### config.mk
export PLATFORM = sky130hd
export DESIGN_NAME = delay_gradient_aimd_rate_estimator
export DESIGN_NICKNAME = d
export VERILOG_FILES = /design/src/rtl/dgaimd_pkg.sv /design/src/rtl/dgaimd_cfg.sv /design/src/rtl/dgaimd_update.sv /design/src/rtl/delay_gradient_aimd_rate_estimator.sv
export SDC_FILE = /design/constraint.sdc
export NUM_CORES = 2
export LEC_CHECK = 0
export BUFFER_PORTS_ARGS = -buffer_cell sky130_fd_sc_hd__buf_2
export CORE_MARGIN = 3
export CORE_UTILIZATION = 35
export CTS_BUF_LIST = sky130_fd_sc_hd__clkbuf_2 sky130_fd_sc_hd__clkbuf_4 sky130_fd_sc_hd__clkbuf_8
export DETAILED_ROUTE_END_ITERATION = 8
export GPL_TIMING_DRIVEN = 0
export PLACE_DENSITY = 0.58
export SLEW_MARGIN = 25
export SYNTH_ARGS = -nofsm -noshare
export SYNTH_HDL_FRONTEND = slang
export SYNTH_SLANG_ARGS = --single-unit
### constraint.sdc
create_clock -name clk -period 30.7 [get_ports clk]
set_input_delay 6.14 -clock clk [delete_from_list [all_inputs] [get_ports clk]]
set_output_delay 6.14 -clock clk [all_outputs]
set_load 0.005 [all_outputs]
### src/rtl/dgaimd_pkg.sv
package dgaimd_pkg;

  // Field widths.
  localparam int SG_W       = 28;
  localparam int RATE_W     = 24;
  localparam int TIME_W     = 48;
  localparam int SND_W      = 32;
  localparam int THR_W      = 18;
  localparam int HOLD_W     = 16;
  localparam int LIM_W      = 24;
  localparam int STATUS_W   = 3;
  localparam int CFG_IDX_W  = 4;
  localparam int CFG_DATA_W = 24;

  // EMA weights in units of 1/65536 and the decrease factor.
  localparam logic [16:0] W_KEEP     = 17'd58982;
  localparam logic [16:0] W_NEW      = 17'd6554;
  localparam logic [16:0] ROUND_HALF = 17'd32768;
  localparam logic [15:0] DEC_FACTOR = 16'd55705;

  // Result status codes.
  localparam logic [STATUS_W-1:0] ST_FIRST   = 3'd0;
  localparam logic [STATUS_W-1:0] ST_OUTLIER = 3'd1;
  localparam logic [STATUS_W-1:0] ST_KEEP    = 3'd2;
  localparam logic [STATUS_W-1:0] ST_DEC     = 3'd3;
  localparam logic [STATUS_W-1:0] ST_INC     = 3'd4;

  // Configuration register indexes.
  localparam logic [CFG_IDX_W-1:0] REG_OVER_THR  = 4'd0;
  localparam logic [CFG_IDX_W-1:0] REG_UNDER_THR = 4'd1;
  localparam logic [CFG_IDX_W-1:0] REG_DEC_HOLD  = 4'd2;
  localparam logic [CFG_IDX_W-1:0] REG_INC_HOLD  = 4'd3;
  localparam logic [CFG_IDX_W-1:0] REG_MIN_RATE  = 4'd4;
  localparam logic [CFG_IDX_W-1:0] REG_MAX_RATE  = 4'd5;
  localparam logic [CFG_IDX_W-1:0] REG_INC_STEP  = 4'd6;
  localparam logic [CFG_IDX_W-1:0] REG_LIMIT     = 4'd7;

  typedef struct packed {
    logic [THR_W-1:0]  over_thr;
    logic [THR_W-1:0]  under_thr;
    logic [HOLD_W-1:0] dec_hold;
    logic [HOLD_W-1:0] inc_hold;
    logic [RATE_W-1:0] min_rate;
    logic [RATE_W-1:0] max_rate;
    logic [RATE_W-1:0] inc_step;
    logic [LIM_W-1:0]  limit;
  } cfg_t;

  typedef struct packed {
    logic                     have_prev;
    logic [TIME_W-1:0]        prev_arrival;
    logic [SND_W-1:0]         prev_sender;
    logic signed [SG_W-1:0]   sgrad;
    logic [RATE_W-1:0]        rate;
    logic [TIME_W-1:0]        last_change;
  } state_t;

  typedef struct packed {
    logic [RATE_W-1:0]   rate;
    logic                send;
    logic [STATUS_W-1:0] status;
  } result_t;

  localparam cfg_t CFG_RESET = '{
    over_thr:  18'd4000,
    under_thr: 18'd1000,
    dec_hold:  16'd300,
    inc_hold:  16'd1500,
    min_rate:  24'd800000,
    max_rate:  24'd8000000,
    inc_step:  24'd250000,
    limit:     24'd200000
  };

  localparam state_t STATE_RESET = '{
    have_prev:    1'b0,
    prev_arrival: '0,
    prev_sender:  '0,
    sgrad:        '0,
    rate:         24'd3000000,
    last_change:  '0
  };

endpackage

### src/rtl/dgaimd_cfg.sv
module dgaimd_cfg
  import dgaimd_pkg::*;
(
  input  logic                  clk,
  input  logic                  rst,
  input  logic                  cfg_write,
  input  logic [CFG_IDX_W-1:0]  cfg_index,
  input  logic [CFG_DATA_W-1:0] cfg_data,
  output cfg_t                  cfg
);

  // Register file; unknown indexes are ignored and data is truncated.
  always_ff @(posedge clk) begin
    if (rst) begin
      cfg <= CFG_RESET;
    end else if (cfg_write) begin
      unique case (cfg_index)
        REG_OVER_THR:  cfg.over_thr  <= cfg_data[THR_W-1:0];
        REG_UNDER_THR: cfg.under_thr <= cfg_data[THR_W-1:0];
        REG_DEC_HOLD:  cfg.dec_hold  <= cfg_data[HOLD_W-1:0];
        REG_INC_HOLD:  cfg.inc_hold  <= cfg_data[HOLD_W-1:0];
        REG_MIN_RATE:  cfg.min_rate  <= cfg_data[RATE_W-1:0];
        REG_MAX_RATE:  cfg.max_rate  <= cfg_data[RATE_W-1:0];
        REG_INC_STEP:  cfg.inc_step  <= cfg_data[RATE_W-1:0];
        REG_LIMIT:     cfg.limit     <= cfg_data[LIM_W-1:0];
        default: ;
      endcase
    end
  end

endmodule

### src/rtl/dgaimd_update.sv
module dgaimd_update
  import dgaimd_pkg::*;
#(
  parameter int SMOOTH_FRAC_BITS = 8
) (
  input  cfg_t              cfg,
  input  state_t            st,
  input  logic [SND_W-1:0]  sender,
  input  logic [TIME_W-1:0] arrival,
  input  logic [TIME_W-1:0] now,
  output state_t            st_next,
  output result_t           res
);

  // Gradient is the difference of two deltas below 2^24.
  localparam int GRAD_W = LIM_W + 1;
  localparam int G_W    = GRAD_W + SMOOTH_FRAC_BITS;
  localparam int ACC_W  = ((G_W + 18) > 47) ? (G_W + 18) : 47;
  localparam int SH_W   = ACC_W - 16;

  logic                     arr_ok;
  logic [TIME_W-1:0]        d_arr;
  logic [SND_W-1:0]         d_snd;
  logic                     outlier;
  logic signed [GRAD_W-1:0] grad;
  logic signed [ACC_W-1:0]  sg_x;
  logic signed [ACC_W-1:0]  g_x;
  logic signed [ACC_W-1:0]  keep_term;
  logic signed [ACC_W-1:0]  new_term;
  logic signed [ACC_W-1:0]  acc;
  logic [SH_W-1:0]          shifted;
  logic                     fits;
  logic signed [SG_W-1:0]   s_new;
  logic signed [ACC_W-1:0]  s_x;
  logic signed [ACC_W-1:0]  over_x;
  logic signed [ACC_W-1:0]  under_x;
  logic                     now_ge;
  logic [TIME_W-1:0]        since;
  logic                     dec_ok;
  logic                     inc_ok;
  logic [RATE_W+15:0]       prod;
  logic [RATE_W-1:0]        cut;
  logic [RATE_W:0]          up;

  // Deltas against the previous frame and the outlier test.
  always_comb begin
    arr_ok  = arrival > st.prev_arrival;
    d_arr   = arrival - st.prev_arrival;
    d_snd   = sender - st.prev_sender;
    outlier = !arr_ok || (d_arr > TIME_W'(cfg.limit)) || (d_snd == '0) ||
              (d_snd > SND_W'(cfg.limit));
    grad    = $signed({1'b0, d_arr[LIM_W-1:0]}) - $signed({1'b0, d_snd[LIM_W-1:0]});
  end

  // EMA with round to nearest, then saturation to the state width.
  always_comb begin
    sg_x      = ACC_W'(st.sgrad);
    g_x       = ACC_W'(grad) <<< SMOOTH_FRAC_BITS;
    keep_term = sg_x * $signed(ACC_W'(W_KEEP));
    new_term  = g_x * $signed(ACC_W'(W_NEW));
    acc       = keep_term + new_term + $signed(ACC_W'(ROUND_HALF));
    shifted   = acc[ACC_W-1:16];
    fits      = (shifted[SH_W-1:SG_W-1] == '0) || (shifted[SH_W-1:SG_W-1] == '1);
    if (fits) begin
      s_new = shifted[SG_W-1:0];
    end else if (shifted[SH_W-1]) begin
      s_new = {1'b1, {(SG_W-1){1'b0}}};
    end else begin
      s_new = {1'b0, {(SG_W-1){1'b1}}};
    end
    s_x     = ACC_W'(s_new);
    over_x  = $signed(ACC_W'(cfg.over_thr) << SMOOTH_FRAC_BITS);
    under_x = $signed(ACC_W'(cfg.under_thr) << SMOOTH_FRAC_BITS);
  end

  // Hold timers and the candidate rates, both in parallel with the EMA.
  always_comb begin
    now_ge = now >= st.last_change;
    since  = now - st.last_change;
    dec_ok = now_ge && (since >= TIME_W'(cfg.dec_hold));
    inc_ok = now_ge && (since >= TIME_W'(cfg.inc_hold));
    prod   = (RATE_W+16)'(st.rate) * (RATE_W+16)'(DEC_FACTOR);
    cut    = (prod[RATE_W+15:16] > cfg.min_rate) ? prod[RATE_W+15:16] : cfg.min_rate;
    up     = {1'b0, st.rate} + {1'b0, cfg.inc_step};
    if (up < {1'b0, cfg.max_rate}) begin
      up = up;
    end else begin
      up = {1'b0, cfg.max_rate};
    end
  end

  // Decision and state update.
  always_comb begin
    st_next              = st;
    st_next.have_prev    = 1'b1;
    st_next.prev_arrival = arrival;
    st_next.prev_sender  = sender;
    res.send             = 1'b0;
    res.status           = ST_FIRST;
    if (!st.have_prev) begin
      res.status = ST_FIRST;
    end else if (outlier) begin
      res.status = ST_OUTLIER;
    end else begin
      st_next.sgrad = s_new;
      res.status    = ST_KEEP;
      if (s_x > over_x) begin
        if (dec_ok) begin
          st_next.rate        = cut;
          st_next.last_change = now;
          st_next.sgrad       = '0;
          res.send            = 1'b1;
          res.status          = ST_DEC;
        end
      end else if ((s_x < under_x) && inc_ok) begin
        st_next.rate        = up[RATE_W-1:0];
        st_next.last_change = now;
        res.send            = 1'b1;
        res.status          = ST_INC;
      end
    end
    res.rate = st_next.rate;
  end

endmodule

### src/rtl/delay_gradient_aimd_rate_estimator.sv
// Delay-gradient AIMD rate estimator. Each request carries one frame's sender
// timestamp, arrival time and current time, and produces exactly one result with
// the rate estimate, a report flag and a status code. A request is captured in an
// input register, evaluated combinationally against the estimator state, and the
// state and the result register are written together. The block takes one
// request per clock unless a held result stalls it, and each result is offered
// from the result register after its request has passed the input register.
// A result held by out_stall stalls the input only once the input register is also full.
// Configuration registers may be written at any time the block is idle.
module delay_gradient_aimd_rate_estimator
  import dgaimd_pkg::*;
#(
  parameter int SMOOTH_FRAC_BITS = 8
) (
  input  logic                  clk,
  input  logic                  rst,
  input  logic                  cfg_write,
  input  logic [CFG_IDX_W-1:0]  cfg_index,
  input  logic [CFG_DATA_W-1:0] cfg_data,
  input  logic                  in_valid,
  output logic                  in_stall,
  input  logic [SND_W-1:0]      sender_time_us,
  input  logic [TIME_W-1:0]     arrival_time_us,
  input  logic [TIME_W-1:0]     now_ms,
  output logic                  out_valid,
  input  logic                  out_stall,
  output logic [RATE_W-1:0]     rate_bps,
  output logic                  send_rate_message,
  output logic [STATUS_W-1:0]   sample_status
);

  cfg_t              cfg;
  state_t            st;
  state_t            st_next;
  result_t           res;
  result_t           res_q;
  logic              s1_valid;
  logic [SND_W-1:0]  s1_sender;
  logic [TIME_W-1:0] s1_arrival;
  logic [TIME_W-1:0] s1_now;
  logic              advance;
  logic              in_take;

  dgaimd_cfg u_cfg (
    .clk       (clk),
    .rst       (rst),
    .cfg_write (cfg_write),
    .cfg_index (cfg_index),
    .cfg_data  (cfg_data),
    .cfg       (cfg)
  );

  dgaimd_update #(
    .SMOOTH_FRAC_BITS (SMOOTH_FRAC_BITS)
  ) u_update (
    .cfg     (cfg),
    .st      (st),
    .sender  (s1_sender),
    .arrival (s1_arrival),
    .now     (s1_now),
    .st_next (st_next),
    .res     (res)
  );

  // Handshake: the result register frees up when empty or taken.
  assign advance  = !out_valid || !out_stall;
  assign in_stall = s1_valid && !advance;
  assign in_take  = in_valid && !in_stall;

  // Input register.
  always_ff @(posedge clk) begin
    if (rst) begin
      s1_valid <= 1'b0;
    end else if (!in_stall) begin
      s1_valid <= in_valid;
    end
  end

  always_ff @(posedge clk) begin
    if (in_take) begin
      s1_sender  <= sender_time_us;
      s1_arrival <= arrival_time_us;
      s1_now     <= now_ms;
    end
  end

  // Estimator state, updated as each request moves into the result register.
  always_ff @(posedge clk) begin
    if (rst) begin
      st <= STATE_RESET;
    end else if (advance && s1_valid) begin
      st <= st_next;
    end
  end

  // Result register.
  always_ff @(posedge clk) begin
    if (rst) begin
      out_valid <= 1'b0;
    end else if (advance) begin
      out_valid <= s1_valid;
    end
  end

  always_ff @(posedge clk) begin
    if (advance && s1_valid) begin
      res_q <= res;
    end
  end

  assign rate_bps          = res_q.rate;
  assign send_rate_message = res_q.send;
  assign sample_status     = res_q.status;

endmodule

Yosys cells after proc, flatten, opt, wreduce, memory -nomap -nowiden
Index checks and enable logic that the tools add are counted.

word-level totals
  output and inout port bits = 30
  word-level logic and storage cells = 99
  bits in registers = 503

cells by class
  mux-type cells = 14
  add/sub/neg operators = 7
  multipliers = 3
  magnitude comparators = 10
  reductions and logical operators = 31
  bitwise logic cells = 2
  equal/unequal tests = 9

operators by type and width
  kind                                                                    count
  72-bit two-way mux                                                      4
  100-bit two-way mux                                                     1
  48-bit by 16-bit >= comparator with 1-bit output                        2
  48-bit subtractor                                                       2
  28-bit two-way mux                                                      3
  51-bit by 17-bit adder with 51-bit output (second input constant)       1
  51-bit adder                                                            1
  48-bit >= comparator                                                    1
  48-bit by 24-bit > comparator with 1-bit output                         1
  48-bit > comparator                                                     1
  24-bit two-way mux                                                      2
  28-bit by 16-bit multiplier with 44-bit output (second input constant)  1
  24-bit by 16-bit multiplier with 40-bit output (second input constant)  1
  25-bit by 13-bit multiplier with 38-bit output (second input constant)  1
  32-bit by 24-bit > comparator with 1-bit output                         1
  32-bit logical NOT                                                      1
  32-bit subtractor                                                       1
  28-bit by 27-bit > comparator with 1-bit output                         1
  28-bit by 27-bit < comparator with 1-bit output                         1
  24-bit by 24-bit adder with 25-bit output                               1
  25-bit by 24-bit < comparator with 1-bit output                         1
  24-bit by 24-bit subtractor with 25-bit output                          1
  24-bit > comparator                                                     1
  4-bit by 3-bit == test with 1-bit output (second input constant)        4
  17 further kinds                                                        41

Logic depth before layout (Yosys ltp)
  depth after elaboration = 14
  gate-level depth with buffers = 76
  mapped depth without buffers = 72

Hierarchy
From an unflattened synthesis, not the netlist that was laid out.

second synthesis, totals
  cells, all modules = 6718
  area total of the unflattened synthesis = 59465.8 sq um

by module, submodules not included
  module                              seq. area each (sq um)  area each (sq um)  cells each  times used
  dgaimd_update                       0.0                     40073.4            5097        1
  delay_gradient_aimd_rate_estimator  8348.0                  12978.7            950         1
  dgaimd_cfg                          3283.1                  6413.7             671         1

Worst setup path after synthesis
No wires, ideal clock.

  path type = reg2reg
  from = register s1_sender[0]
  to = register res_q (netlist bit rate_bps[0]) (data pin)
  library setup time = 0.254 ns
  required time = 30.446 ns
  path buffers = 4
  arrival = 14.806 ns
  stages on the path, launching flop included = 74
  path slack = 15.640 ns
  cells stage by stage = edfxtp_1 > inv_1 > ha_1 > inv_1 > fa_1 > a21o_1 > a21oi_1 > xnor2_1 > inv_1 > ha_1 > o21ai_0 > nand2b_1 > maj3_1 > a21oi_1 > o21ai_0 > a31oi_1 > o31ai_1 > a41oi_1 > (+38 left out) > a21o_1 > a21o_1 > a21o_1 > a21oi_1 > o21ai_0 > a221o_1 > a21oi_1 > a31oi_1 > nor2b_1 > a21o_1 > o311a_1 > o21ai_1 > or2_1 > clkbuf_2 > and2_4 > buf_6 > buf_6 > a21o_1

RTL lines
  what                    RTL line                                   RTL
  from (decl)             delay_gradient_aimd_rate_estimator.sv:38   logic [SND_W-1:0] s1_sender;
  from (signal assigned)  delay_gradient_aimd_rate_estimator.sv:81   s1_sender <= sender_time_us;
  to (signal assigned)    delay_gradient_aimd_rate_estimator.sv:107  res_q <= res;
  to (decl)               delay_gradient_aimd_rate_estimator.sv:36   result_t res_q;

==> results.cfg <==
[critical_path]
cpMostUsedCell = ha_1
crit_type = reg2reg
worst_setup_path_start_kind = flop
crit_path_end_kind = flop
critPathBufInv = 10
crit_family = compound AO/OA/AOI/OAI gates
crit_fanout = 10
critical-path-slowest-cell = o21ai_0
critPathRequiredTime_ns = 31.34
worstPathArrival_ns = 20.18
slowest_delay_ns = 0.78

[clock_network]
htree_levels = 3
clk_root_buffer_cell = clkbuf_8
hold_buffers = 0
numCtsBuffers = 90
tritoncts = yes
clock_sinks = 503
cts_buffer_depth = 3
path_clk_slew_ns = 0.06
cts_setup_buffers = 0
post_cts_resized = 0
insertion_delay_ns = 0.81

[routing]
viasPerCell = 5.16
num_vias = 44200
drt_pre_antenna_iters = 6
drt-total-wl_mm = 158
drc = 0
detail-route-antenna-nets = 0
first_iter_violations = 2720
drt-wirelength-per-cell_um = 18.5

[die]
die_y_um = 399
die_area_mm2 = 0.159
die_x_um = 399
ios = 191
core_area_mm2 = 0.153
initial_utilization_pct = 35.4
rows = 143

[logic_synthesis]
avgSynthCellArea_um2 = 8.78
syn_inst = 6168
synth-seq-cells = 503
seq_area_frac_synth_pct = 21.5
synth-main-ff-cell = dfxtp_1
async_reset_ff_share_pct = 0
synth_area_mm2 = 0.0541
synth_edf_count = 156
ys.warnings.count = 0
syn_nets = 7560
yosysUniqueCellTypes = 98

[finish]
layout_commonest_cell = inv_1
area_delta_synth_final_pct = 10.4
layout.nets = 7831
final_cell_mix = 962 x inv_1, 821 x ha_1, 621 x nand2_1
drive_above_1_share_pct = 7.00

[timing]
post-route-period-util_pct = 63.6
setup_viol = 0
rsz0062_at_grt = no
worst_slew_pin_slew_ns = 1.18
fin_setup_tns_ns = 0
slew_violations = 0
finClkSkew_ns = 0.0581
finalCriticalPeriod_ns = 19.54
fmax_mhz = 51.2
hold_viol_final = 0
relSlewSlack_pct = 20.9

[run]
drv_cap = 0

[global_route]
track_usage_pct = 19.9
antenna_found_initial = 17
grt_pass1_vias = 44100
grt_overflow = 0
grt_max_degree = 29
grt_pass1_wl_mm = 248

[place]
portBuffers = 173
dpl.hpwl_mm = 133
place_congestion = 0.922

[worst_hold_path]
min_path_type = reg2reg

[outcome]
status = completed
## cell type report
class	instances	area, um^2
Tap cell	2030	2540
Timing Repair Buffer	179	996
Multi-Input combinational cell	4510	38100
Inverter	966	3630
Clock buffer	130	1610
Antenna cell	8	20.0
Clock inverter	39	457
Sequential cell	503	11600
Buffer	189	825
Fill cell	15700	93000
## worst register-to-register path, delay by kind of cell (launching register included)
kind	cells	cell delay [ns]
simple gates	14	3.14
xor+xnor	1	0.19
buf+inv	10	1.63
compound gates	31	8.92
fa+ha+maj	12	4.41
flops	1	0.48
mux	2	0.64
## flip-flops by register name, indices dropped and copies added (netlist names)
| signal | cells |
|---|---|
| s1_arrival | 48 |
| sample_status | 3 |
| s1_now | 48 |
| st | 181 |
| u_cfg.cfg | 164 |
| s1_sender | 32 |
| out_valid | 1 |
| s1_valid | 1 |
| rate_bps | 24 |
| send_rate_message | 1 |
## through the flow
step	setup WS [ns]	hold slack [ns]	util [%]	instance area, um^2	cells
6_report	11.16	0.452	39.1	59800	8554
5_1_grt	9.98	0.472	39.1	59800	8549
4_1_cts	11.20	0.454	39.1	59800	8546
3_3_place_gp	11.05	0.441	37.7	57600	8371
2_1_floorplan	15.64	0.432	-	54100	6168
3_5_place_dp	11.26	0.446	37.8	57700	8377
## per-layer routing
| metal | share of wire (%) | global-route usage, % | wire length (um) | vias up |
|---|---|---|---|---|
| met4 | 3.4 | 6.92 | 5430 | 12 |
| met2 | 47 | 33.3 | 73800 | 1022 |
| met3 | 5.1 | 2.69 | 8000 | 242 |
| met5 | 0.048 | 0 | 76 | - |
| met1 | 45 | 26.2 | 70700 | 21200 |
| li1 | - | - | - | 21700 |
## path summary, 6_finish.rpt
check,startpoint,end,slack (ns),depth (start not counted)
worst min register to register,st[157]$_SDFFE_PP0P_,st[157]$_SDFFE_PP0P_,0.45,2
worst min-delay path,st[157]$_SDFFE_PP0P_,st[157]$_SDFFE_PP0P_,0.45,2
worst max-delay path,s1_sender[1]$_DFFE_PP_,rate_bps[8]$_DFFE_PP_,11.16,70
worst max register to register,s1_sender[1]$_DFFE_PP_,rate_bps[8]$_DFFE_PP_,11.16,70
## cell families after synthesis
logic type | after synthesis | synth area share, %
adder cells (fa/ha/maj) | 1234 | 34.2
AND/OR/NAND/NOR | 1446 | 12.4
XOR/XNOR | 294 | 4.77
buffers and inverters | 1155 | 8.21
multiplexers | 118 | 2.20
flip-flops | 503 | 21.5
AO/OA/AOI/OAI | 1418 | 16.8
## synth_stat cells, drive strengths merged, types with 39 or more instances
cell type	number	area (um^2)
a21o	182	1370
clkbuf	152	572
nand2	621	2330
a21oi	512	2570
xor2	101	885
nand3	109	546
xnor2	193	1700
o21ai	241	1210
nor3	74	370
dfxtp	347	6950
o21bai	39	293
mux2i	112	1120
ha	821	10300
nand4	60	375
nor2	280	1050
nand2b	54	338
nor2b	53	332
inv	964	3620
fa	410	8210
o211ai	63	478
edfxtp	156	4680
o21a	55	413
Power is not shown: default switching activity piles up to over one toggle a cycle in this logic, so the estimate is an artifact.
